## src/design/lttb_pkg.sv

```systemverilog
package lttb_pkg;

  // Command codes carried in the cmd field of an input beat.
  typedef enum logic [1:0] {
    CMD_READ   = 2'd0,
    CMD_LEARN  = 2'd1,
    CMD_REMOVE = 2'd2,
    CMD_CLEAR  = 2'd3
  } cmd_e;

  // Status codes returned in the status field of an output beat.
  localparam logic [1:0] STS_NONE    = 2'd0;
  localparam logic [1:0] STS_HIT     = 2'd1;
  localparam logic [1:0] STS_CREATED = 2'd2;
  localparam logic [1:0] STS_FULL    = 2'd3;

  // Search token flags handed from cell to cell along the chain.
  typedef struct packed {
    logic vld;
    logic hit;
    logic empty;
  } tok_t;

  // Operation broadcast to every cell: a clear, or a write or removal once a search has finished.
  typedef struct packed {
    logic clear_all;
    logic wr_sel;
    logic rm_sel;
  } op_t;

endpackage

```

## src/design/lttb_in_if.sv

```systemverilog
interface lttb_in_if;
  logic       valid;
  logic       ready;
  logic [1:0] cmd;
  logic [7:0] input_word;
  logic [7:0] next_value;

  modport source (output valid, output cmd, output input_word, output next_value,
                  input ready);
  modport sink (input valid, input cmd, input input_word, input next_value,
                output ready);
endinterface

```

## src/design/lttb_out_if.sv

```systemverilog
interface lttb_out_if;
  logic       valid;
  logic       ready;
  logic [7:0] present_state;
  logic [1:0] status;
  logic [4:0] entry_count;

  modport source (output valid, output present_state, output status,
                  output entry_count, input ready);
  modport sink (input valid, input present_state, input status, input entry_count,
                output ready);
endinterface

```

## src/design/lttb_cell.sv

```systemverilog
module lttb_cell #(
  parameter int IW = 8,
  parameter int SW = 8
) (
  input  logic           clk_i,
  input  logic           rst_ni,
  input  lttb_pkg::tok_t tok_i,
  input  logic [SW-1:0]  tok_nxt_i,
  output lttb_pkg::tok_t tok_o,
  output logic [SW-1:0]  tok_nxt_o,
  input  logic [7:0]     page_i,
  input  logic [IW-1:0]  rise_i,
  input  logic [SW-1:0]  state_i,
  input  logic [IW-1:0]  chg_i,
  input  logic [SW-1:0]  nxt_i,
  input  lttb_pkg::op_t  op_i
);
  import lttb_pkg::*;

  logic [7:0]    tag_q;
  logic [IW-1:0] rise_q, chg_q;
  logic [SW-1:0] state_q, next_q;
  logic          sel_match_q, sel_empty_q;
  tok_t          tok_q;
  logic [SW-1:0] tok_nxt_q;
  logic          match, occupied;

  // An entry matches when it is occupied and every key agrees with the query.
  assign occupied = (tag_q != 8'd0);
  assign match    = occupied && (tag_q == page_i) && (rise_q == rise_i) &&
                    (state_q == state_i) && (chg_q == chg_i);

  // Token stage: pass the flags on and note whether this cell is the first of its kind.
  always_ff @(posedge clk_i or negedge rst_ni) begin
    if (!rst_ni) begin
      tok_q       <= '0;
      sel_match_q <= 1'b0;
      sel_empty_q <= 1'b0;
    end else begin
      tok_q.vld   <= tok_i.vld;
      tok_q.hit   <= tok_i.hit | match;
      tok_q.empty <= tok_i.empty | ~occupied;
      if (tok_i.vld) begin
        sel_match_q <= match & ~tok_i.hit;
        sel_empty_q <= ~occupied & ~tok_i.empty;
      end
    end
  end

  // The next state of the first matching entry travels with the token.
  always_ff @(posedge clk_i) begin
    if (match && !tok_i.hit) begin
      tok_nxt_q <= next_q;
    end else begin
      tok_nxt_q <= tok_nxt_i;
    end
  end

  assign tok_o     = tok_q;
  assign tok_nxt_o = tok_nxt_q;

  // Tag store: cleared at reset, by a clear or by removal of this entry; loaded when this is the chosen empty slot.
  always_ff @(posedge clk_i or negedge rst_ni) begin
    if (!rst_ni) begin
      tag_q <= 8'd0;
    end else if (op_i.clear_all || (op_i.rm_sel && sel_match_q)) begin
      tag_q <= 8'd0;
    end else if (op_i.wr_sel && sel_empty_q) begin
      tag_q <= page_i;
    end
  end

  // Key and next-state store, written when this is the chosen empty slot.
  always_ff @(posedge clk_i) begin
    if (op_i.wr_sel && sel_empty_q) begin
      rise_q  <= rise_i;
      state_q <= state_i;
      chg_q   <= chg_i;
      next_q  <= nxt_i;
    end
  end

endmodule

```

## src/design/learned_transition_table_top.sv

```systemverilog
// Learned transition table.
// Input channel in_i carries one beat per command: cmd, input_word and next_value.
// Output channel out_o returns one beat per command: present_state, status and
// entry_count. The single register page_id is written through cfg_we_i/cfg_wdata_i
// and must only be changed while the block is idle.
// A read, learn or remove whose input word differs from the last one sends a search
// token down a chain of ENTRIES cells, one cell per cycle, and the chosen cell is
// updated as the token leaves the chain. A clear, or a beat with an unchanged input
// word, skips the search and goes straight on to its output beat. One beat is in
// progress at a time and the input is ready again in the cycle after the output beat
// is loaded, so a new beat is taken only once the last one is through.
// The output beat is held in a register, so a new input beat is accepted while an
// earlier result waits; a stalled receiver holds back only the next result.
// Reset empties all entries at once, clears present state and last input, and sets
// page_id to 1.
module learned_transition_table_top #(
  parameter int ENTRIES    = 16,
  parameter int INPUT_BITS = 8,
  parameter int STATE_BITS = 8
) (
  input  logic              clk_i,
  input  logic              rst_ni,
  lttb_in_if.sink           in_i,
  lttb_out_if.source        out_o,
  input  logic              cfg_we_i,
  input  logic [7:0]        cfg_wdata_i
);
  import lttb_pkg::*;

  localparam int IW = (INPUT_BITS < 8) ? INPUT_BITS : 8;
  localparam int SW = (STATE_BITS < 8) ? STATE_BITS : 8;
  localparam int CW = $clog2(ENTRIES + 1);

  typedef enum logic [2:0] {
    S_IDLE   = 3'b001,
    S_SEARCH = 3'b010,
    S_DONE   = 3'b100
  } state_e;

  state_e        state_q, state_d;
  logic [7:0]    page_q;
  logic [SW-1:0] present_q, present_d;
  logic [IW-1:0] last_q, last_d;
  logic [CW-1:0] count_q, count_d;
  tok_t          inj_q, inj_d;
  cmd_e          qcmd_q, qcmd_d;
  logic [IW-1:0] qrise_q, qrise_d, qchg_q, qchg_d;
  logic [SW-1:0] qnxt_q, qnxt_d;
  logic [1:0]    res_q, res_d;
  logic          out_vld_q, out_vld_d;
  logic [7:0]    out_state_q, out_state_d;
  logic [1:0]    out_sts_q, out_sts_d;
  logic [4:0]    out_cnt_q, out_cnt_d;
  op_t           op;

  logic [IW-1:0] word, chg;
  logic [CW+4:0] cnt_ext;
  logic [4:0]    cnt_sat;

  tok_t          tok [0:ENTRIES];
  logic [SW-1:0] tnxt [0:ENTRIES];

  // Chain of cells, each holding one table entry.
  assign tok[0]  = inj_q;
  assign tnxt[0] = '0;

  for (genvar g = 0; g < ENTRIES; g++) begin : g_cell
    lttb_cell #(.IW(IW), .SW(SW)) u_cell (
      .clk_i     (clk_i),
      .rst_ni    (rst_ni),
      .tok_i     (tok[g]),
      .tok_nxt_i (tnxt[g]),
      .tok_o     (tok[g+1]),
      .tok_nxt_o (tnxt[g+1]),
      .page_i    (page_q),
      .rise_i    (qrise_q),
      .state_i   (present_q),
      .chg_i     (qchg_q),
      .nxt_i     (qnxt_q),
      .op_i      (op)
    );
  end

  assign word = in_i.input_word[IW-1:0];
  assign chg  = word ^ last_q;

  // Entry count as shown on the output, saturating at the field's limit.
  assign cnt_ext = (CW + 5)'(count_q);
  assign cnt_sat = (cnt_ext > (CW + 5)'(31)) ? 5'd31 : cnt_ext[4:0];

  assign in_i.ready          = (state_q == S_IDLE);
  assign out_o.valid         = out_vld_q;
  assign out_o.present_state = out_state_q;
  assign out_o.status        = out_sts_q;
  assign out_o.entry_count   = out_cnt_q;

  // Sequencer: accept a beat, run the search, apply the result, hand it out.
  always_comb begin
    state_d     = state_q;
    present_d   = present_q;
    last_d      = last_q;
    count_d     = count_q;
    inj_d       = '0;
    qcmd_d      = qcmd_q;
    qrise_d     = qrise_q;
    qchg_d      = qchg_q;
    qnxt_d      = qnxt_q;
    res_d       = res_q;
    op          = '0;
    out_vld_d   = out_vld_q && !out_o.ready;
    out_state_d = out_state_q;
    out_sts_d   = out_sts_q;
    out_cnt_d   = out_cnt_q;
    case (state_q)
      S_IDLE: begin
        if (in_i.valid) begin
          if (cmd_e'(in_i.cmd) == CMD_CLEAR) begin
            op.clear_all = 1'b1;
            res_d        = (count_q != '0) ? STS_HIT : STS_NONE;
            count_d      = '0;
            state_d      = S_DONE;
          end else if (chg == '0) begin
            res_d   = STS_NONE;
            state_d = S_DONE;
          end else begin
            qcmd_d    = cmd_e'(in_i.cmd);
            qchg_d    = chg;
            qrise_d   = chg & word;
            qnxt_d    = in_i.next_value[SW-1:0];
            last_d    = word;
            inj_d.vld = 1'b1;
            state_d   = S_SEARCH;
          end
        end
      end
      S_SEARCH: begin
        if (tok[ENTRIES].vld) begin
          res_d   = STS_NONE;
          state_d = S_DONE;
          case (qcmd_q)
            CMD_READ: begin
              if (tok[ENTRIES].hit) begin
                present_d = tnxt[ENTRIES];
                res_d     = STS_HIT;
              end
            end
            CMD_LEARN: begin
              if (tok[ENTRIES].hit) begin
                res_d = STS_HIT;
              end else if (page_q != 8'd0) begin
                if (tok[ENTRIES].empty) begin
                  op.wr_sel = 1'b1;
                  count_d   = CW'(count_q + 1'b1);
                  res_d     = STS_CREATED;
                end else begin
                  res_d = STS_FULL;
                end
              end
            end
            CMD_REMOVE: begin
              if (tok[ENTRIES].hit) begin
                op.rm_sel = 1'b1;
                count_d   = CW'(count_q - 1'b1);
                res_d     = STS_HIT;
              end
            end
            default: begin
              res_d = STS_NONE;
            end
          endcase
        end
      end
      S_DONE: begin
        if (!out_vld_q || out_o.ready) begin
          out_vld_d   = 1'b1;
          out_state_d = 8'(present_q);
          out_sts_d   = res_q;
          out_cnt_d   = cnt_sat;
          state_d     = S_IDLE;
        end
      end
      default: begin
        state_d = S_IDLE;
      end
    endcase
  end

  // Control state.
  always_ff @(posedge clk_i or negedge rst_ni) begin
    if (!rst_ni) begin
      state_q   <= S_IDLE;
      page_q    <= 8'd1;
      present_q <= '0;
      last_q    <= '0;
      count_q   <= '0;
      inj_q     <= '0;
      out_vld_q <= 1'b0;
    end else begin
      state_q   <= state_d;
      present_q <= present_d;
      last_q    <= last_d;
      count_q   <= count_d;
      inj_q     <= inj_d;
      out_vld_q <= out_vld_d;
      if (cfg_we_i) begin
        page_q <= cfg_wdata_i;
      end
    end
  end

  // Query and result payload.
  always_ff @(posedge clk_i) begin
    qcmd_q      <= qcmd_d;
    qrise_q     <= qrise_d;
    qchg_q      <= qchg_d;
    qnxt_q      <= qnxt_d;
    res_q       <= res_d;
    out_state_q <= out_state_d;
    out_sts_q   <= out_sts_d;
    out_cnt_q   <= out_cnt_d;
  end

  // An accepted beat always leaves the idle state.
  a_accept_leaves_idle: assert property (@(posedge clk_i) disable iff (!rst_ni)
    in_i.valid && in_i.ready |=> state_q == S_SEARCH || state_q == S_DONE)
    else $error("accepted beat did not start work");

  // The token only leaves the chain while a search is running.
  a_tok_in_search: assert property (@(posedge clk_i) disable iff (!rst_ni)
    tok[ENTRIES].vld |-> state_q == S_SEARCH)
    else $error("search token seen outside a search");

  // A slot is written only when no match exists and an empty slot was seen.
  a_write_ok: assert property (@(posedge clk_i) disable iff (!rst_ni)
    op.wr_sel |-> !tok[ENTRIES].hit && tok[ENTRIES].empty)
    else $error("slot written without a free entry");

  // The occupancy count never exceeds the table size.
  a_count_range: assert property (@(posedge clk_i) disable iff (!rst_ni)
    (CW + 5)'(count_q) <= (CW + 5)'(ENTRIES))
    else $error("entry count out of range");

endmodule
```

## src/flat_wrapper.sv

```systemverilog
// flat-port wrapper written by rule: the top's interface ports become plain ports
module learned_transition_table_top_flat import lttb_pkg::*;
#(
  parameter int ENTRIES    = 16,
  parameter int INPUT_BITS = 8,
  parameter int STATE_BITS = 8
)
  (clk_i, rst_ni, cfg_we_i, cfg_wdata_i, in_i_valid, in_i_cmd, in_i_input_word, in_i_next_value, in_i_ready, out_o_valid, out_o_present_state, out_o_status, out_o_entry_count, out_o_ready);
  lttb_in_if in_i_i ();
  lttb_out_if out_o_i ();
  input  logic clk_i;
  input  logic rst_ni;
  input  logic cfg_we_i;
  input  logic [7:0] cfg_wdata_i;
  input wire logic [$bits(in_i_i.valid)-1:0] in_i_valid;
  input wire logic [$bits(in_i_i.cmd)-1:0] in_i_cmd;
  input wire logic [$bits(in_i_i.input_word)-1:0] in_i_input_word;
  input wire logic [$bits(in_i_i.next_value)-1:0] in_i_next_value;
  output wire logic [$bits(in_i_i.ready)-1:0] in_i_ready;
  output wire logic [$bits(out_o_i.valid)-1:0] out_o_valid;
  output wire logic [$bits(out_o_i.present_state)-1:0] out_o_present_state;
  output wire logic [$bits(out_o_i.status)-1:0] out_o_status;
  output wire logic [$bits(out_o_i.entry_count)-1:0] out_o_entry_count;
  input wire logic [$bits(out_o_i.ready)-1:0] out_o_ready;
  assign in_i_i.valid = in_i_valid;
  assign in_i_i.cmd = in_i_cmd;
  assign in_i_i.input_word = in_i_input_word;
  assign in_i_i.next_value = in_i_next_value;
  assign in_i_ready = in_i_i.ready;
  assign out_o_valid = out_o_i.valid;
  assign out_o_present_state = out_o_i.present_state;
  assign out_o_status = out_o_i.status;
  assign out_o_entry_count = out_o_i.entry_count;
  assign out_o_i.ready = out_o_ready;
  learned_transition_table_top #(.ENTRIES(ENTRIES), .INPUT_BITS(INPUT_BITS), .STATE_BITS(STATE_BITS)) u_core (.clk_i(clk_i), .rst_ni(rst_ni), .in_i(in_i_i), .out_o(out_o_i), .cfg_we_i(cfg_we_i), .cfg_wdata_i(cfg_wdata_i));
endmodule
```

## config.mk

```make
export PLATFORM = sky130hd
export DESIGN_NAME = learned_transition_table_top_flat
export DESIGN_NICKNAME = d
export VERILOG_FILES = /design/src/design/lttb_pkg.sv /design/src/design/lttb_in_if.sv /design/src/design/lttb_out_if.sv /design/src/design/lttb_cell.sv /design/src/design/learned_transition_table_top.sv /design/src/flat_wrapper.sv
export SDC_FILE = /design/constraint.sdc
export NUM_CORES = 1
export LEC_CHECK = 0
export BUFFER_PORTS_ARGS = -buffer_cell sky130_fd_sc_hd__buf_2
export CORE_MARGIN = 10
export CORE_UTILIZATION = 55
export CTS_CLUSTER_SIZE = 10
export DETAILED_ROUTE_END_ITERATION = 6
export PLACE_DENSITY = 0.8
export RECOVER_POWER = 25
export SLEW_MARGIN = 20
export SYNTH_ARGS = -nofsm -noshare
export SYNTH_HDL_FRONTEND = slang
export SYNTH_SLANG_ARGS = --single-unit
export TNS_END_PERCENT = 50
```

## constraint.sdc

```tcl
create_clock -name clk_i -period 4.1 [get_ports clk_i]
set_input_delay 0.41 -clock clk_i [delete_from_list [all_inputs] [get_ports clk_i]]
set_output_delay 0.41 -clock clk_i [all_outputs]
set_load 0.005 [all_outputs]
```

### After elaboration in Yosys (flattened, before gate mapping)

Cells that the tools add are included.
W data, S select, Z words.

* register bits after elaboration: 925
* bits of input ports: 31
* output and inout port bits: 17
* logic and storage cells: 664

* add/sub/neg operators: 2
* magnitude comparators: 1
* eq/ne operators: 80
* muxes and demuxes: 90
* bitwise operators: 110
* reduce and logical (&&, ||, !) cells: 190

Operators by type and width (count)
* $eq A8 B8 Y1: 64
* $mux W8: 47
* $reduce_bool A8 Y1: 17
* $logic_and A1 B1 Y1: 112
* $not A1 Y1: 48
* $mux W5: 7
* $reduce_bool A2 Y1: 17
* $and A1 B1 Y1: 30
* $or A1 B1 Y1: 30
* $pmux W5 S2: 2
* $mux W1: 18
* $logic_not A1 Y1: 17
* $logic_or A1 B1 Y1: 17
* $mux W2: 8
* $mux W3: 5
* $reduce_and A4 Y1: 3
* $ne A3 B3 Y1 const B: 3
* $pmux W3 S3: 1
* $reduce_and A9 Y1: 1
* $and A8 B8 Y8: 1
* $logic_not A8 Y1: 1
* $pmux W2 S2: 2
* $xor A8 B8 Y8: 1
* $ne A3 B2 Y1 const B: 2
* other kinds (16): 19

### Longest topological paths before layout

* word-level depth: 9
* depth in mapped cells: 9
* depth with buffers taken out: 9

### Modules after synthesis

Synthesis repeated with hierarchy kept, for this count alone.

* cell total of the unflattened synthesis: 2547
* area, all modules: 37165.6 um^2

By module, submodules not included
* lttb_cell: instances 16, cells an instance 146, area each 2127.0 um^2, sequential area each 1446.4 um^2
* learned_transition_table_top: instances 1, cells an instance 211, area each 3133.0 um^2, sequential area each 2144.6 um^2

### Least setup slack after synthesis

Ideal clock, no wire load.

* kind: flip-flop to flip-flop
* from: register u_core.state_q[2]
* to: register u_core.g_cell[0].u_cell.chg_q[0] (enable)
* library setup time: 0.408 ns
* arrival time: 2.653 ns
* data required time: 3.692 ns
* slack: 1.038 ns
* stages on the path, launching flop included: 6
* buffers on the path: 1
* clock period less this slack: 3.062 ns
* cells stage by stage: dfrtp_1 > nand4bb_1 > or4_1 > a21oi_1 > and2_1 > clkbuf_1

* cells in the longest elaborated chain, start to end: 3

Ends and longest elaborated chain
* start, declared: RTL line learned_transition_table_top.sv:40 `state_e state_q, state_d;`
* start signal, assigned: RTL line learned_transition_table_top.sv:199 `state_q <= state_d;`
* $eq A3 B2 Y1: RTL line learned_transition_table_top.sv:114 `case (state_q)`
* $mux W2: RTL line learned_transition_table_top.sv:114
* $logic_and A1 B1 Y1: RTL line lttb_cell.sv:75 `if (op_i.wr_sel && sel_empty_q) begin`
* end signal, assigned: RTL line lttb_cell.sv:78 `chg_q <= chg_i;`
* end, declared: RTL line lttb_cell.sv:21 `logic [IW-1:0] rise_q, chg_q;`

Every way passes these cells.
A chain may end at the register's enable or synchronous reset.

### Final worst setup path

* from: register u_core.present_q[0]
* to: register u_core.g_cell[8].u_cell.tok_nxt_q[0]

* cells in the longest elaborated chain, start to end: 5

Ends and longest elaborated chain
* start, declared: RTL line learned_transition_table_top.sv:42 `logic [SW-1:0] present_q, present_d;`
* start signal, assigned: RTL line learned_transition_table_top.sv:200 `present_q <= present_d;`
* $eq A8 B8 Y1: RTL line lttb_cell.sv:31 `(state_q == state_i) && (chg_q == chg_i);`
* $logic_and A1 B1 Y1: RTL line lttb_cell.sv:30 `assign match = occupied && (tag_q == page_i) && (rise_q == rise_i) &&`
* $logic_and A1 B1 Y1: RTL line lttb_cell.sv:31
* $logic_and A1 B1 Y1: RTL line lttb_cell.sv:52 `if (match && !tok_i.hit) begin`
* $mux W8: RTL line lttb_cell.sv:52
* end signal, assigned: RTL line lttb_cell.sv:53 `tok_nxt_q <= next_q;`
* end signal, assigned: RTL line lttb_cell.sv:55 `tok_nxt_q <= tok_nxt_i;`
* end, declared: RTL line lttb_cell.sv:25 `logic [SW-1:0] tok_nxt_q;`

Every way passes these cells.

==> impl_summary.md <==
Placed design
Input and output buffers added on the ports amount to between 40 and 50. The detailed placement HPWL is around 57000 um. At the placement stage, the worst setup path has a slack of 0.8028 ns. The number of placed instances with taps included is about 3300. The congestion estimate from routability-driven global placement came to 0.8965.

Finish
Summing all multi-input logic gate instances after layout gives ~11000 um2. The final non-filler cell total is between 3000 and 4000. The filler cell count is ~4600. The count of nets after finishing is between 2000 and 3000. The area growth from synthesis to layout is 12.69%. 0 antenna diodes ended up in the layout. The sequential cell area is about 25000 um2.

The layout cell share with drive strength beyond 1 is between 15 and 20%.

Critical path
The critical setup path kind is flop to flop. The largest single stage delay on the critical path is about 1.2 ns. The worst endpoint data arrival time is just over 4 ns. In this run the worst path has a maximum fanout of 20. The cell with the largest stage delay on the worst path is dfrtp_1.

At the worst endpoint, the required time is about 4.6 ns. The kind of start point of the critical path is a flop. Walking the worst path, the cells encountered are buf_4, xor2_1, nor4_1, nand4_1, nor4_4, mux2_2.

The worst setup path is captured at a flop.

Routing
The total routed wirelength is ~90000 um. Summing over every cut layer, the via total after detailed routing is 21180. The average vias per placed instance is ~6. After the first detailed-routing iteration, the DRC count stood at between 2000 and 2500. In the routed design, unresolved DRC markers number 0. The post-detailed-route wirelength per cell is ~26 um.

The first TritonRoute pass finished after 5 iterations. The detail route stage leaves a number of antenna-violating nets equal to 0.

Yosys
Counting flops and latches in the post-synthesis netlist gives 925. The post-synthesis cell type count is between 60 and 70. The number of enable-type register cells in the synthesized netlist is roughly 560.

The proportion of synthesized flip-flops having asynchronous set or reset is a little over a quarter. In this run the mean area of a mapped cell was ~16 um2. The leading area contributor after synthesis is edfxtp_1. The post-synth net total is 2412. The leading cell type by number of instances after synthesis is edfxtp_1. The portion of the post-synthesis area used by sequential elements is between 60 and 70%. The most used flip-flop cell after synthesis is edfxtp_1. The post-synthesis instance total is 2369.

Ranked by instance count, the synthesized netlist is headed by edfxtp_1, xor2_1, dfrtp_1. The share of synthesized area in the top cell type comes to 45.24%. The post-synth design cell area is ~37000 um2. Ranked by total cell area, the synthesized netlist is headed by edfxtp_1, dfrtp_1, xor2_1, dfxtp_1, mux2_2. For this run, the number of Yosys warnings is 0.

Global route
Global routing finished with a remaining overflow of 0. The via count of the first global-routing pass came to between 20000 and 25000. The first-pass GRT wire length is approximately 140000 um. The number of antenna violations at the first check in global routing is 0. Entering global routing, the biggest net connects between 100 and 150 pins. Across every metal layer, demand over resource in global routing totals between 20% and 30%.

CTS
The tree is rooted in a clkbuf_16. The maximum clock insertion buffer count is 3. The clock net sink count is about 900.

The clock latency on the worst-skew pair is approximately 0.66 ns. The clock slew at the register clock pins of the worst setup and hold paths is about 0.060 ns. TritonCTS built the clock tree. In this run the post-CTS setup repair buffer count came out at 0. Clock tree synthesis inserted a total of between 100 and 150 buffers. The deepest level of the CTS H-tree is 3.

Power
Of the total power, registers draw just over 50%. Across the VDD grid, the largest voltage drop is between 0.0004 and 0.0005 V. The design draws 0.02127 W. The power density over cell area is between 500 and 600 nW/um2. Of the total power, combinational logic draws under 10%. Internal power comes to about 0.016 W. In this run switching power makes up about a quarter of total power. In this run, the clock network consumes 39.6% of the power. The reported net switching power is roughly 0.0054 W. The leakage power is approximately 16 nW.

Timing
The highest attainable clock frequency is 278.1 MHz. The transition at the pin with the smallest max-transition slack is roughly 2.9 ns. The worst path uses 87.69% of the clock period. The least setup slack across all paths after layout is approximately 0.5 ns. Setup repair after global routing left no endpoint under its margin. The aggregate negative setup slack is 0 ns. The worst slew margin relative to its limit is -94.73%. The total of endpoints with negative setup slack in the final report is 0.

The count of pins over their slew limit came to between 100 and 150. The final hold slack is 0.03816 ns. The number of hold violations in the final report was 0. For the final database, setup skew stands at around 0.023 ns. The worst path needs 3.595 ns of the cycle, external delays included.

Die
The initial utilization of the core area, before any placement, comes to 55.73%. The number of core rows is 94. The die span in y is between 200 and 300 um. The core region is approximately 66000 um2.

The floorplan step set the die width to around 280 um. The number of placed I/O pins is 48. The die area is between 70000 and 80000 um2.

Status
The final reports fail on max-capacitance violations, max-slew violations. The flow ran to the end, but the final reports show violations.

Run
The max capacitance violation total is 2.

Min path
The tightest min-delay check is of the input port to flop type.
[layer usage]
| metal | global-route usage (%) | vias up | part of all wire [%] |
|---|---|---|---|
| li1 | - | 9021 | - |
| met1 | 30.93 | 10890 | 41 |
| met2 | 36.36 | 1060 | 47 |
| met3 | 4.771 | 213 | 8.0 |
| met4 | 10.21 | 0 | 4.1 |
| met5 | 0 | - | 0 |
[critical path, delay by kind of cell, from the launching register on]
family | cells | cell delay, ns
simple gates | 3 | 1.30
flops | 1 | 1.23
mux | 1 | 0.42
buf+inv | 1 | 0.37
xor+xnor | 1 | 0.10
[stage by stage]
stage | instance area, um2 | utilization, %
3_3_place_gp | 38330 | 57.98
5_1_grt | 41510 | 62.80
4_1_cts | 41590 | 62.92
2_1_floorplan | 36840 | -
6_report | 41510 | 62.80
3_5_place_dp | 38330 | 57.98
[logic make-up (layout without fill, tap and decap cells)]
group                    after synthesis  in the layout  synth area share [%]
multiplexers                         163            163                 5.272
adder cells (fa/ha/maj)               12             12                0.4280
AND/OR/NAND/NOR                      400            400                 6.542
buffers and inverters                174            423                 2.690
AO/OA/AOI/OAI                        220            220                 5.109
XOR/XNOR                             475            475                 11.31
flip-flops                           925            925                 68.65
[power by group through the flow]
stage               clock [W]  sequential [W]  combinational, W
floorplan                   0          0.0108           0.00131
global placement            0          0.0110           0.00191
detailed placement          0          0.0110           0.00196
CTS                   0.00847          0.0108           0.00201
global route          0.00887          0.0109           0.00216
finish                0.00841          0.0109           0.00200
[flip-flops by register name, summed over array words and instances (netlist names), 16 cells and up]
| name | count |
|---|---|
| u_core.g_cell.u_cell.tag_q | 128 |
| u_core.g_cell.u_cell.sel_empty_q | 16 |
| u_core.g_cell.u_cell.rise_q | 128 |
| u_core.g_cell.u_cell.sel_match_q | 16 |
| u_core.g_cell.u_cell.next_q | 128 |
| u_core.g_cell.u_cell.chg_q | 128 |
| u_core.g_cell.u_cell.tok_o | 48 |
| u_core.g_cell.u_cell.state_q | 128 |
| u_core.g_cell.u_cell.tok_nxt_o | 128 |
[layout by cell type, fill, tap and decap left out, drive strengths merged, types with 25 or more instances in the layout]
cell type,count
xnor2,143
nand2b,38
inv,61
dfxtp,128
nor4,127
mux2,152
a22o,128
clkbuf,210
edfxtp,555
nor2,29
and2,25
dfrtp,240
xor2,332
nand2,60
nand4,51
a221oi,26
buf,125
[path summary, 6_finish.rpt]
kind	slack, ns	endpoint	startpoint	depth (start not counted)
worst min-delay path	0.04	u_core.page_q[6]	cfg_wdata_i[6]	2
min in group asynchronous	1.22	u_core.g_cell[8].u_cell.tag_q[0]	rst_ni	2
worst max register to register	0.50	u_core.g_cell[8].u_cell.tok_nxt_o[0]	u_core.present_q[0]	6
max in group asynchronous	0.97	u_core.page_q[2]	rst_ni	2
worst max-delay path	0.50	u_core.g_cell[8].u_cell.tok_nxt_o[0]	u_core.present_q[0]	6
worst min register to register	0.42	u_core.g_cell[7].u_cell.tok_o[2]	u_core.g_cell[6].u_cell.tok_o[2]	0
[repair_timing]
item | in CTS | in global routing
hold endpoints to repair | 120 | 0
resized for setup | 0 | 0
hold buffers | 21 | 0
[area by class of cell]
type	instances	area share, %
multi-input cells	1270	25.46
clock buffers	187	6.993
well taps	864	2.604
flip-flops and latches	925	60.93
repair buffers	169	3.110
inverters	59	0.5335
clock inverters	8	0.3677
No activity file was read; power rests on OpenSTA's default activity.
